[config.mk]
export PLATFORM = sky130hd
export DESIGN_NAME = nearest_seed_voronoi_color
export DESIGN_NICKNAME = d
export VERILOG_FILES = /design/src/rtl/nsvc_pkg.sv /design/src/rtl/nsvc_ram.sv /design/src/rtl/nsvc_dist.sv /design/src/rtl/nsvc_seq.sv /design/src/rtl/nearest_seed_voronoi_color.sv
export SDC_FILE = /design/constraint.sdc
export NUM_CORES = 2
export LEC_CHECK = 0
export CORE_ASPECT_RATIO = 1.2
export CORE_UTILIZATION = 66
export CTS_BUF_LIST = sky130_fd_sc_hd__clkbuf_8
export CTS_CLUSTER_DIAMETER = 30
export DETAILED_ROUTE_END_ITERATION = 7
export DONT_BUFFER_PORTS = 1
export PLACE_DENSITY = 0.85
export SETUP_SLACK_MARGIN = 0.02
export SLEW_MARGIN = 10
export SYNTH_ARGS = -nofsm -noshare
export SYNTH_HDL_FRONTEND = slang
export SYNTH_SLANG_ARGS = --single-unit
[constraint.sdc]
create_clock -name aclk -period 12.2 [get_ports aclk]
set_clock_uncertainty 0.1 [all_clocks]
set_input_delay 1.83 -clock aclk [delete_from_list [all_inputs] [get_ports aclk]]
set_output_delay 1.83 -clock aclk [all_outputs]
set_load 0.01 [all_outputs]
[src/rtl/nsvc_pkg.sv]
// Shared types and constants for the nearest-seed Voronoi colorer.
// No dependencies; imported by nsvc_dist, nsvc_seq and the top level under rtl/.
package nsvc_pkg;

    localparam int SLOT_W          = 6;   // seed_slot and winner field width
    localparam int CHAN_W          = 8;   // one color channel
    localparam int COLOR_W         = 3 * CHAN_W;
    localparam int COUNT_W         = 7;   // seed_count register width
    localparam int MAX_SEEDS_DEF   = 64;
    localparam int COORD_BITS_DEF  = 12;
    localparam int M_TDATA_W       = 32;  // red, green, blue, winner, zero fill

    localparam logic KIND_LOAD  = 1'b0;
    localparam logic KIND_PIXEL = 1'b1;

    typedef enum logic [1:0] {
        ST_IDLE,
        ST_ISSUE,
        ST_WAIT,
        ST_PUT
    } seq_state_t;

    // Flags that travel with one seed through the distance pipeline
    typedef struct packed {
        logic valid;
        logic first;
        logic last;
    } issue_t;

endpackage

[src/rtl/nsvc_ram.sv]
// Generic simple dual-port RAM: one write port, one read port, registered read.
// No dependencies.
module nsvc_ram #(
    parameter int WIDTH = 48,
    parameter int DEPTH = 64,
    parameter int AW    = (DEPTH > 1) ? $clog2(DEPTH) : 1
) (
    input  logic             aclk,
    input  logic             we,
    input  logic [AW-1:0]    waddr,
    input  logic [WIDTH-1:0] wdata,
    input  logic             re,
    input  logic [AW-1:0]    raddr,
    output logic [WIDTH-1:0] rdata
);

    logic [WIDTH-1:0] mem [DEPTH];
    logic [WIDTH-1:0] rdata_reg;

    always_ff @(posedge aclk) begin
        if (we) begin
            mem[waddr] <= wdata;
        end
        if (re) begin
            rdata_reg <= mem[raddr];
        end
    end

    assign rdata = rdata_reg;

endmodule

[src/rtl/nsvc_dist.sv]
// Shared squared-distance and compare unit: abs diff, square, add and keep the minimum.
// Depends on nsvc_pkg (issue_t, COLOR_W).
module nsvc_dist #(
    parameter int COORD_BITS = nsvc_pkg::COORD_BITS_DEF,
    parameter int ADDR_W     = 6
) (
    input  logic                                 aclk,
    input  logic                                 aresetn,
    input  nsvc_pkg::issue_t                     issue,
    input  logic [ADDR_W-1:0]                    issue_idx,
    input  logic [COORD_BITS-1:0]                px,
    input  logic [COORD_BITS-1:0]                py,
    input  logic [2*COORD_BITS+nsvc_pkg::COLOR_W-1:0] seed_word,
    output logic [ADDR_W-1:0]                    best_idx,
    output logic [nsvc_pkg::COLOR_W-1:0]         best_color,
    output logic                                 done
);
    import nsvc_pkg::*;

    localparam int CB = COORD_BITS;
    localparam int SQ_W = 2 * CB;

    logic [CB-1:0]      col, row;
    logic [COLOR_W-1:0] color;

    // stage 1: absolute differences
    issue_t             s1_reg;
    logic [ADDR_W-1:0]  idx1_reg;
    logic [COLOR_W-1:0] color1_reg;
    logic [CB-1:0]      adx_reg, ady_reg, adx_next, ady_next;

    // stage 2: squares
    issue_t             s2_reg;
    logic [ADDR_W-1:0]  idx2_reg;
    logic [COLOR_W-1:0] color2_reg;
    logic [SQ_W-1:0]    sqx_reg, sqy_reg, sqx_next, sqy_next;

    // stage 3: sum and running minimum
    logic [SQ_W:0]      sum;
    logic               take;
    logic [SQ_W:0]      best_d_reg;
    logic [ADDR_W-1:0]  best_idx_reg;
    logic [COLOR_W-1:0] best_color_reg;
    logic               done_reg;

    assign col   = seed_word[CB-1:0];
    assign row   = seed_word[2*CB-1:CB];
    assign color = seed_word[2*CB +: COLOR_W];

    always_comb begin
        adx_next = (px >= col) ? (px - col) : (col - px);
        ady_next = (py >= row) ? (py - row) : (row - py);
        sqx_next = {{CB{1'b0}}, adx_reg} * {{CB{1'b0}}, adx_reg};
        sqy_next = {{CB{1'b0}}, ady_reg} * {{CB{1'b0}}, ady_reg};
        sum      = {1'b0, sqx_reg} + {1'b0, sqy_reg};
        // strict less-than keeps the lowest index on ties
        take     = s2_reg.valid && (s2_reg.first || (sum < best_d_reg));
    end

    always_ff @(posedge aclk) begin
        if (!aresetn) begin
            s1_reg   <= '0;
            s2_reg   <= '0;
            done_reg <= 1'b0;
        end else begin
            s1_reg   <= issue;
            s2_reg   <= s1_reg;
            done_reg <= s2_reg.valid && s2_reg.last;
        end
    end

    always_ff @(posedge aclk) begin
        idx1_reg   <= issue_idx;
        color1_reg <= color;
        adx_reg    <= adx_next;
        ady_reg    <= ady_next;
        idx2_reg   <= idx1_reg;
        color2_reg <= color1_reg;
        sqx_reg    <= sqx_next;
        sqy_reg    <= sqy_next;
        if (take) begin
            best_d_reg     <= sum;
            best_idx_reg   <= idx2_reg;
            best_color_reg <= color2_reg;
        end
    end

    assign best_idx   = best_idx_reg;
    assign best_color = best_color_reg;
    assign done       = done_reg;

    // only one search can be draining at a time
    assert property (@(posedge aclk) disable iff (!aresetn)
        $countones({s1_reg.valid && s1_reg.last, s2_reg.valid && s2_reg.last}) <= 1)
        else $error("two search ends in flight in distance pipeline");

    assert property (@(posedge aclk) disable iff (!aresetn)
        s1_reg.valid && s1_reg.first |-> idx1_reg == '0)
        else $error("search does not start at slot zero");

    assert property (@(posedge aclk) disable iff (!aresetn)
        s2_reg.valid && s2_reg.last |=> done_reg)
        else $error("last seed compared without done");

endmodule

[src/rtl/nsvc_seq.sv]
// Sequencer: walks the seed store once per pixel and hands the result to the output.
// Depends on nsvc_pkg (seq_state_t, issue_t, COUNT_W).
module nsvc_seq #(
    parameter int MAX_SEEDS = nsvc_pkg::MAX_SEEDS_DEF,
    parameter int ADDR_W    = 6
) (
    input  logic                         aclk,
    input  logic                         aresetn,
    input  logic                         pix_start,
    input  logic [nsvc_pkg::COUNT_W-1:0] seed_count,
    input  logic                         dist_done,
    input  logic                         out_free,
    output logic                         in_ready,
    output logic                         rd_en,
    output logic [ADDR_W-1:0]            rd_addr,
    output nsvc_pkg::issue_t             issue,
    output logic [ADDR_W-1:0]            issue_idx,
    output logic                         out_load
);
    import nsvc_pkg::*;

    seq_state_t        state_reg, state_next;
    logic [ADDR_W-1:0] addr_reg, addr_next;
    logic [ADDR_W-1:0] last_reg, last_next;
    issue_t            issue_reg, issue_next;
    logic [ADDR_W-1:0] idx_reg;
    logic [31:0]       cnt_c;

    // effective count: zero searches slot zero, large values saturate
    always_comb begin
        cnt_c = 32'(seed_count);
        if (cnt_c == 32'd0) begin
            cnt_c = 32'd1;
        end
        if (cnt_c > 32'(MAX_SEEDS)) begin
            cnt_c = 32'(MAX_SEEDS);
        end
    end

    always_comb begin
        state_next = state_reg;
        addr_next  = addr_reg;
        last_next  = last_reg;
        issue_next = '0;
        in_ready   = 1'b0;
        rd_en      = 1'b0;
        out_load   = 1'b0;
        case (state_reg)
            ST_IDLE: begin
                in_ready = 1'b1;
                if (pix_start) begin
                    addr_next  = '0;
                    last_next  = ADDR_W'(cnt_c - 32'd1);
                    state_next = ST_ISSUE;
                end
            end
            ST_ISSUE: begin
                rd_en            = 1'b1;
                issue_next.valid = 1'b1;
                issue_next.first = (addr_reg == '0);
                issue_next.last  = (addr_reg == last_reg);
                if (addr_reg == last_reg) begin
                    state_next = ST_WAIT;
                end else begin
                    addr_next = addr_reg + ADDR_W'(1);
                end
            end
            ST_WAIT: begin
                if (dist_done) begin
                    if (out_free) begin
                        out_load   = 1'b1;
                        state_next = ST_IDLE;
                    end else begin
                        state_next = ST_PUT;
                    end
                end
            end
            ST_PUT: begin
                // hold the result until the output register drains
                if (out_free) begin
                    out_load   = 1'b1;
                    state_next = ST_IDLE;
                end
            end
            default: begin
                state_next = ST_IDLE;
            end
        endcase
    end

    always_ff @(posedge aclk) begin
        if (!aresetn) begin
            state_reg <= ST_IDLE;
            issue_reg <= '0;
        end else begin
            state_reg <= state_next;
            issue_reg <= issue_next;
        end
    end

    always_ff @(posedge aclk) begin
        addr_reg <= addr_next;
        last_reg <= last_next;
        idx_reg  <= addr_reg;
    end

    assign rd_addr   = addr_reg;
    assign issue     = issue_reg;
    assign issue_idx = idx_reg;

    assert property (@(posedge aclk) disable iff (!aresetn)
        state_reg == ST_ISSUE |-> addr_reg <= last_reg)
        else $error("seed address ran past the last seed");

    assert property (@(posedge aclk) disable iff (!aresetn)
        dist_done |-> state_reg == ST_WAIT)
        else $error("search finished outside the wait state");

    assert property (@(posedge aclk) disable iff (!aresetn)
        out_load |=> state_reg == ST_IDLE)
        else $error("sequencer not idle after handing off a result");

endmodule

[src/rtl/nearest_seed_voronoi_color.sv]
// Top level of the nearest-seed Voronoi colorer: ports, seed store, output register.
// Depends on nsvc_pkg, nsvc_ram, nsvc_seq and nsvc_dist.
//
//  channel | direction | fields
//  --------+-----------+------------------------------------------------------------
//  s_axis  | in        | tuser: kind; tdata: seed_slot, pos_x, pos_y, red, green, blue
//  m_axis  | out       | tdata: red_out, green_out, blue_out, winner
//  cfg     | in        | cfg_wdata: seed_count, written when cfg_we is high
//
// A load transfer writes the seed store in its accept cycle; the block is ready again
// in the next cycle. A pixel transfer is searched by the single distance/compare unit,
// which takes one seed per cycle from the store's registered read port and passes it
// through the absolute-difference, square and sum/minimum stages to the output.
// The next transfer is accepted while a result waits on m_axis; a finished search
// holds until the output register is free. Reset sets seed_count to 1.
module nearest_seed_voronoi_color #(
    parameter int MAX_SEEDS  = nsvc_pkg::MAX_SEEDS_DEF,
    parameter int COORD_BITS = nsvc_pkg::COORD_BITS_DEF,
    localparam int S_TDATA_W =
        ((nsvc_pkg::SLOT_W + 2 * COORD_BITS + nsvc_pkg::COLOR_W + 7) / 8) * 8
) (
    input  logic                           aclk,
    input  logic                           aresetn,
    input  logic                           s_axis_tvalid,
    output logic                           s_axis_tready,
    // seed_slot, pos_x, pos_y, red_in, green_in, blue_in, zero fill
    input  logic [S_TDATA_W-1:0]           s_axis_tdata,
    // kind
    input  logic                           s_axis_tuser,
    output logic                           m_axis_tvalid,
    input  logic                           m_axis_tready,
    // red_out, green_out, blue_out, winner, zero fill
    output logic [nsvc_pkg::M_TDATA_W-1:0] m_axis_tdata,
    input  logic                           cfg_we,
    input  logic [nsvc_pkg::COUNT_W-1:0]   cfg_wdata
);
    import nsvc_pkg::*;

    localparam int CB     = COORD_BITS;
    localparam int ADDR_W = (MAX_SEEDS > 1) ? $clog2(MAX_SEEDS) : 1;
    localparam int WORD_W = 2 * CB + COLOR_W;

    logic [SLOT_W-1:0]  seed_slot;
    logic [CB-1:0]      pos_x, pos_y;
    logic [COLOR_W-1:0] color_in;

    logic               in_ready, accept, load_we, pix_start;
    logic [COUNT_W-1:0] seed_count_reg;
    logic [CB-1:0]      px_reg, py_reg;

    logic               rd_en;
    logic [ADDR_W-1:0]  rd_addr;
    logic [WORD_W-1:0]  seed_word;
    issue_t             issue;
    logic [ADDR_W-1:0]  issue_idx;
    logic [ADDR_W-1:0]  best_idx;
    logic [COLOR_W-1:0] best_color;
    logic               dist_done, out_load, out_free;

    logic               m_valid_reg;
    logic [M_TDATA_W-1:0] m_data_reg, m_data_next;

    assign seed_slot = s_axis_tdata[SLOT_W-1:0];
    assign pos_x     = s_axis_tdata[SLOT_W +: CB];
    assign pos_y     = s_axis_tdata[SLOT_W + CB +: CB];
    // red, green, blue in rising bit order on the bus; store red in the top byte
    assign color_in  = {s_axis_tdata[SLOT_W + 2*CB +: CHAN_W],
                        s_axis_tdata[SLOT_W + 2*CB + CHAN_W +: CHAN_W],
                        s_axis_tdata[SLOT_W + 2*CB + 2*CHAN_W +: CHAN_W]};

    assign s_axis_tready = in_ready;
    assign accept        = s_axis_tvalid && in_ready;
    // drop loads aimed past the end of the store
    assign load_we       = accept && (s_axis_tuser == KIND_LOAD)
                           && (32'(seed_slot) < 32'(MAX_SEEDS));
    assign pix_start     = accept && (s_axis_tuser == KIND_PIXEL);
    assign out_free      = !m_valid_reg || m_axis_tready;

    always_ff @(posedge aclk) begin
        if (!aresetn) begin
            seed_count_reg <= COUNT_W'(1);
        end else if (cfg_we) begin
            seed_count_reg <= cfg_wdata;
        end
    end

    always_ff @(posedge aclk) begin
        if (pix_start) begin
            px_reg <= pos_x;
            py_reg <= pos_y;
        end
    end

    nsvc_ram #(
        .WIDTH (WORD_W),
        .DEPTH (MAX_SEEDS),
        .AW    (ADDR_W)
    ) u_seed_ram (
        .aclk  (aclk),
        .we    (load_we),
        .waddr (ADDR_W'(seed_slot)),
        .wdata ({color_in, pos_y, pos_x}),
        .re    (rd_en),
        .raddr (rd_addr),
        .rdata (seed_word)
    );

    nsvc_seq #(
        .MAX_SEEDS (MAX_SEEDS),
        .ADDR_W    (ADDR_W)
    ) u_seq (
        .aclk       (aclk),
        .aresetn    (aresetn),
        .pix_start  (pix_start),
        .seed_count (seed_count_reg),
        .dist_done  (dist_done),
        .out_free   (out_free),
        .in_ready   (in_ready),
        .rd_en      (rd_en),
        .rd_addr    (rd_addr),
        .issue      (issue),
        .issue_idx  (issue_idx),
        .out_load   (out_load)
    );

    nsvc_dist #(
        .COORD_BITS (COORD_BITS),
        .ADDR_W     (ADDR_W)
    ) u_dist (
        .aclk       (aclk),
        .aresetn    (aresetn),
        .issue      (issue),
        .issue_idx  (issue_idx),
        .px         (px_reg),
        .py         (py_reg),
        .seed_word  (seed_word),
        .best_idx   (best_idx),
        .best_color (best_color),
        .done       (dist_done)
    );

    always_comb begin
        m_data_next = {{(M_TDATA_W - COLOR_W - SLOT_W){1'b0}},
                       SLOT_W'(best_idx),
                       best_color[CHAN_W-1:0],
                       best_color[CHAN_W +: CHAN_W],
                       best_color[2*CHAN_W +: CHAN_W]};
    end

    always_ff @(posedge aclk) begin
        if (!aresetn) begin
            m_valid_reg <= 1'b0;
        end else if (out_load) begin
            m_valid_reg <= 1'b1;
        end else if (m_axis_tready) begin
            m_valid_reg <= 1'b0;
        end
    end

    always_ff @(posedge aclk) begin
        if (out_load) begin
            m_data_reg <= m_data_next;
        end
    end

    assign m_axis_tvalid = m_valid_reg;
    assign m_axis_tdata  = m_data_reg;

    assert property (@(posedge aclk) disable iff (!aresetn)
        out_load |=> m_axis_tvalid && m_axis_tdata == $past(m_data_next))
        else $error("result not presented after hand-off");

    assert property (@(posedge aclk) disable iff (!aresetn)
        pix_start |=> !s_axis_tready)
        else $error("input accepted during a pixel search");

    assert property (@(posedge aclk) disable iff (!aresetn)
        out_load |-> !s_axis_tready)
        else $error("result handed off while idle");

endmodule

==> impl_metrics.py <==
metrics = {
    "status": {
        "outcome": "complete, no violations",
    },
    "drt": {
        "antenna_left": 0,
        "wire_per_inst_um": 36.9,
        "drt_iter0_markers": 12163,
        "wl_um": 381000,
        "viasPerCell": 7.23,
        "drc": 0,
        "vias": 74703,
        "first_pass_iters": 6,
    },
    "place": {
        "dp_slack_ns": 6.19,
        "dp_cells": 9375,
        "globalplace.congestion": 0.853,
        "dp_hpwl_um": 205000,
        "portBuffers": 0,
    },
    "synth": {
        "synth_edf_count": 3241,
        "syn_avg_cell_area_um2": 20.3,
        "ys_seq_area_frac": 0.729,
        "yosysMostFrequentCell": "edfxtp_1",
        "synthCells": 6799,
        "syn_area_um2": 138000,
        "synth-main-ff-cell": "edfxtp_1",
        "synth.top_cells.by_count": "edfxtp_1, mux4_2, inv_1, ha_1, a21oi_1",
        "synthTopCellsByArea": "edfxtp_1, mux4_2, fa_1",
        "yosys.area.top_type": "edfxtp_1",
        "async_flop_share": 0,
        "ys_ff_latch": 3397,
        "synth_cell_type_count": 69,
        "synthDominantCellAreaShare": 0.706,
        "yosysWarnings": 0,
    },
    "global_routing": {
        "globalRouteOverflowTotal": 0,
        "grt_pass1_vias": 76499,
        "grt_max_degree": 115,
        "antenna_found_initial": 21,
        "grt_usage": 0.366,
        "grt_pass1_wl_um": 533000,
    },
    "setup_path": {
        "startpoint_type": "flop",
        "cpLargestDelayFamily": "adder cells",
        "cp-end-kind": "flop",
        "cp_num_buf_inv": 5,
        "slowest_stage": "dfxtp_1",
        "cp.arrival_ns": 6.63,
        "critPathLaunch": "u_dist.ady_reg[3]",
        "crit_cells": 18,
        "reg2reg_depth": 18,
        "slowest_delay_ns": 0.68,
        "cp_max_fo": 12,
        "critPathRequiredTime_ns": 13.03,
        "rr_startpoint": "u_dist.ady_reg[3]",
        "crit_type": "reg -> reg",
        "cp_cell_sequence": "nand2_1 > inv_1 > fa_1 > fa_1 > inv_1 > fa_1 > inv_1 > fa_1 > inv_1 > fa_1 > inv_1 > ha_1 > a21o_1 > a21o_1 > a221oi_1 > o211a_1 > or2_2 > o311ai_0",
    },
    "floorplanning": {
        "initial_utilization": 0.665,
        "rows": 183,
        "die_height_um": 503,
        "die_area_um2": 211000,
        "pin_count": 103,
        "die_w_um": 419,
        "coreArea_um2": 207000,
    },
    "clocking": {
        "cts_buffers": 544,
        "postCtsSetupBuffers": 0,
        "cts_tree": "done",
        "cts-root-buf": "clkbuf_8",
        "clk_latency_ns": 1.17,
        "cts.sinks": 3397,
        "cts_buffer_depth": 4,
        "ctsHtreeMaxLevel": 6,
        "ctsHoldBuffers": 0,
        "cts-resized-gates": 0,
        "clk_pin_slew_worst_paths_ns": 0.05,
    },
    "finish": {
        "utilization": 0.732,
        "final_nets": 7588,
        "stdcell_count": 10326,
        "largest_reg_flops": 3072,
        "n_fill_cell": 10494,
        "syn_to_final_growth_pct": 10.0,
        "drive_above_1_share": 0.239,
    },
    "sta": {
        "max_slew.worst_pin.slew_ns": 1.36,
        "final.setup.worst_slack_ns": 6.40,
        "max_freq_mhz": 172,
        "drv_slew": 0,
        "setup_violations": 0,
        "rsz0062_at_grt": "no",
        "max-slew-margin-rel": 0.0864,
        "setup_tns_ns": 0,
        "timing.final.crit_period_ns": 5.80,
        "timing.final.crit_share": 0.475,
        "hold_viol": 0,
    },
    "min_path": {
        "whs_path_depth": 0,
        "hold_class": "reg -> reg",
        "min_from": "u_dist.color1_reg[14]",
    },
    "power_and_ir_drop": {
        "p_leak_nw": 50.6,
        "powerDensity_nw_per_um2": 237,
        "peakVddDrop_uv": 691,
    },
    "flow_run": {
        "maxCapViolCount": 0,
    },
}
worst reg2reg max path, stage by stage (launching register included):
cell and delay [ns]:
dfxtp_1 0.68, nand2_1 0.21, inv_1 0.11, fa_1 0.44, fa_1 0.52, inv_1 0.05
fa_1 0.52, inv_1 0.05, fa_1 0.48, inv_1 0.05, fa_1 0.47, inv_1 0.04
ha_1 0.32, a21o_1 0.21, a21o_1 0.18, a221oi_1 0.60, o211a_1 0.32, or2_2 0.16
o311ai_0 0.11
layout make-up:
| class | count | area [um^2] | share of cell area |
|---|---|---|---|
| repair buffers | 129 | 1130 | 0.00743 |
| clock buffers | 574 | 7900 | 0.0521 |
| flip-flops and latches | 3397 | 100000 | 0.663 |
| diodes | 14 | 35.0 | 0.000231 |
| clock inverters | 363 | 2270 | 0.0150 |
| multi-input cells | 2724 | 35000 | 0.231 |
| well taps | 2775 | 3470 | 0.0229 |
| inverters | 350 | 1320 | 0.00869 |
layer usage:
metal  part of all wire  global-route usage  routed length (um)  vias up
li1                   -                   -                   -    28075
met1               0.30               0.427              114000    37087
met2               0.48               0.579              182000     7582
met3               0.14               0.111               51700     1945
met4              0.087               0.267               33300       14
met5            0.00058                   0                 220        -
report_power, final:
group,switching (W),internal [W],total [W]
registers,0.000190,0.0132,0.0134
logic,0.00744,0.00572,0.0132
clock network,0.00453,0.00485,0.00938
total,0.0122,0.0238,0.0360
cells by family (layout without fill, tap and decap cells):
| logic type | after synthesis | after routing | share of synthesized area |
|---|---|---|---|
| xor+xnor | 94 | 94 | 0.00597 |
| mux | 1060 | 1060 | 0.153 |
| buf+inv | 679 | 1416 | 0.0207 |
| flops | 3397 | 3397 | 0.729 |
| simple gates | 616 | 616 | 0.0223 |
| compound gates | 579 | 579 | 0.0267 |
| fa+ha+maj | 373 | 373 | 0.0426 |
| other cells | 1 | 16 | 0.0000272 |
final timing paths:
check                                             end  slack (ns)
worst max-delay path               u_dist.sqy_reg[21]        6.40
worst min-delay path            u_dist.color2_reg[14]        0.23
worst max register to register     u_dist.sqy_reg[21]        6.40
worst min register to register  u_dist.color2_reg[14]        0.23
cells in the final DEF, fill, tap and decap left out, types with 14 or more instances in the layout:
cell type / count
edfxtp_1: 3241
mux4_2: 831
clkbuf_8: 574
inv_1: 476
ha_1: 212
a21oi_1: 199
mux2i_1: 193
nand2_1: 164
fa_1: 161
dfxtp_1: 156
and2_1: 146
buf_4: 117
o21ai_0: 87
clkinv_1: 86
a211oi_1: 82
nor2_1: 75
clkinv_2: 69
nor2_4: 64
xnor2_1: 62
a21o_1: 39
clkinvlp_4: 39
nor2b_1: 38
mux2_2: 35
xor2_1: 32
o22ai_1: 24
nand3_1: 23
nand2b_1: 22
bufinv_16: 22
o221ai_1: 20
a221oi_1: 19
and3_1: 17
a22oi_1: 16
nor3_1: 15
diode_2: 14
metrics by stage:
step / area, um^2 / hold WS (ns) / total power, W
2_1_floorplan: 138000 / 0.210 / 0.0240
3_3_place_gp: 141000 / 0.210 / 0.0264
3_5_place_dp: 141000 / 0.212 / 0.0268
4_1_cts: 152000 / 0.225 / 0.0360
5_1_grt: 152000 / 0.229 / 0.0381
6_report: 152000 / 0.225 / 0.0360
Note: power is estimated with default switching activity, not from simulation.
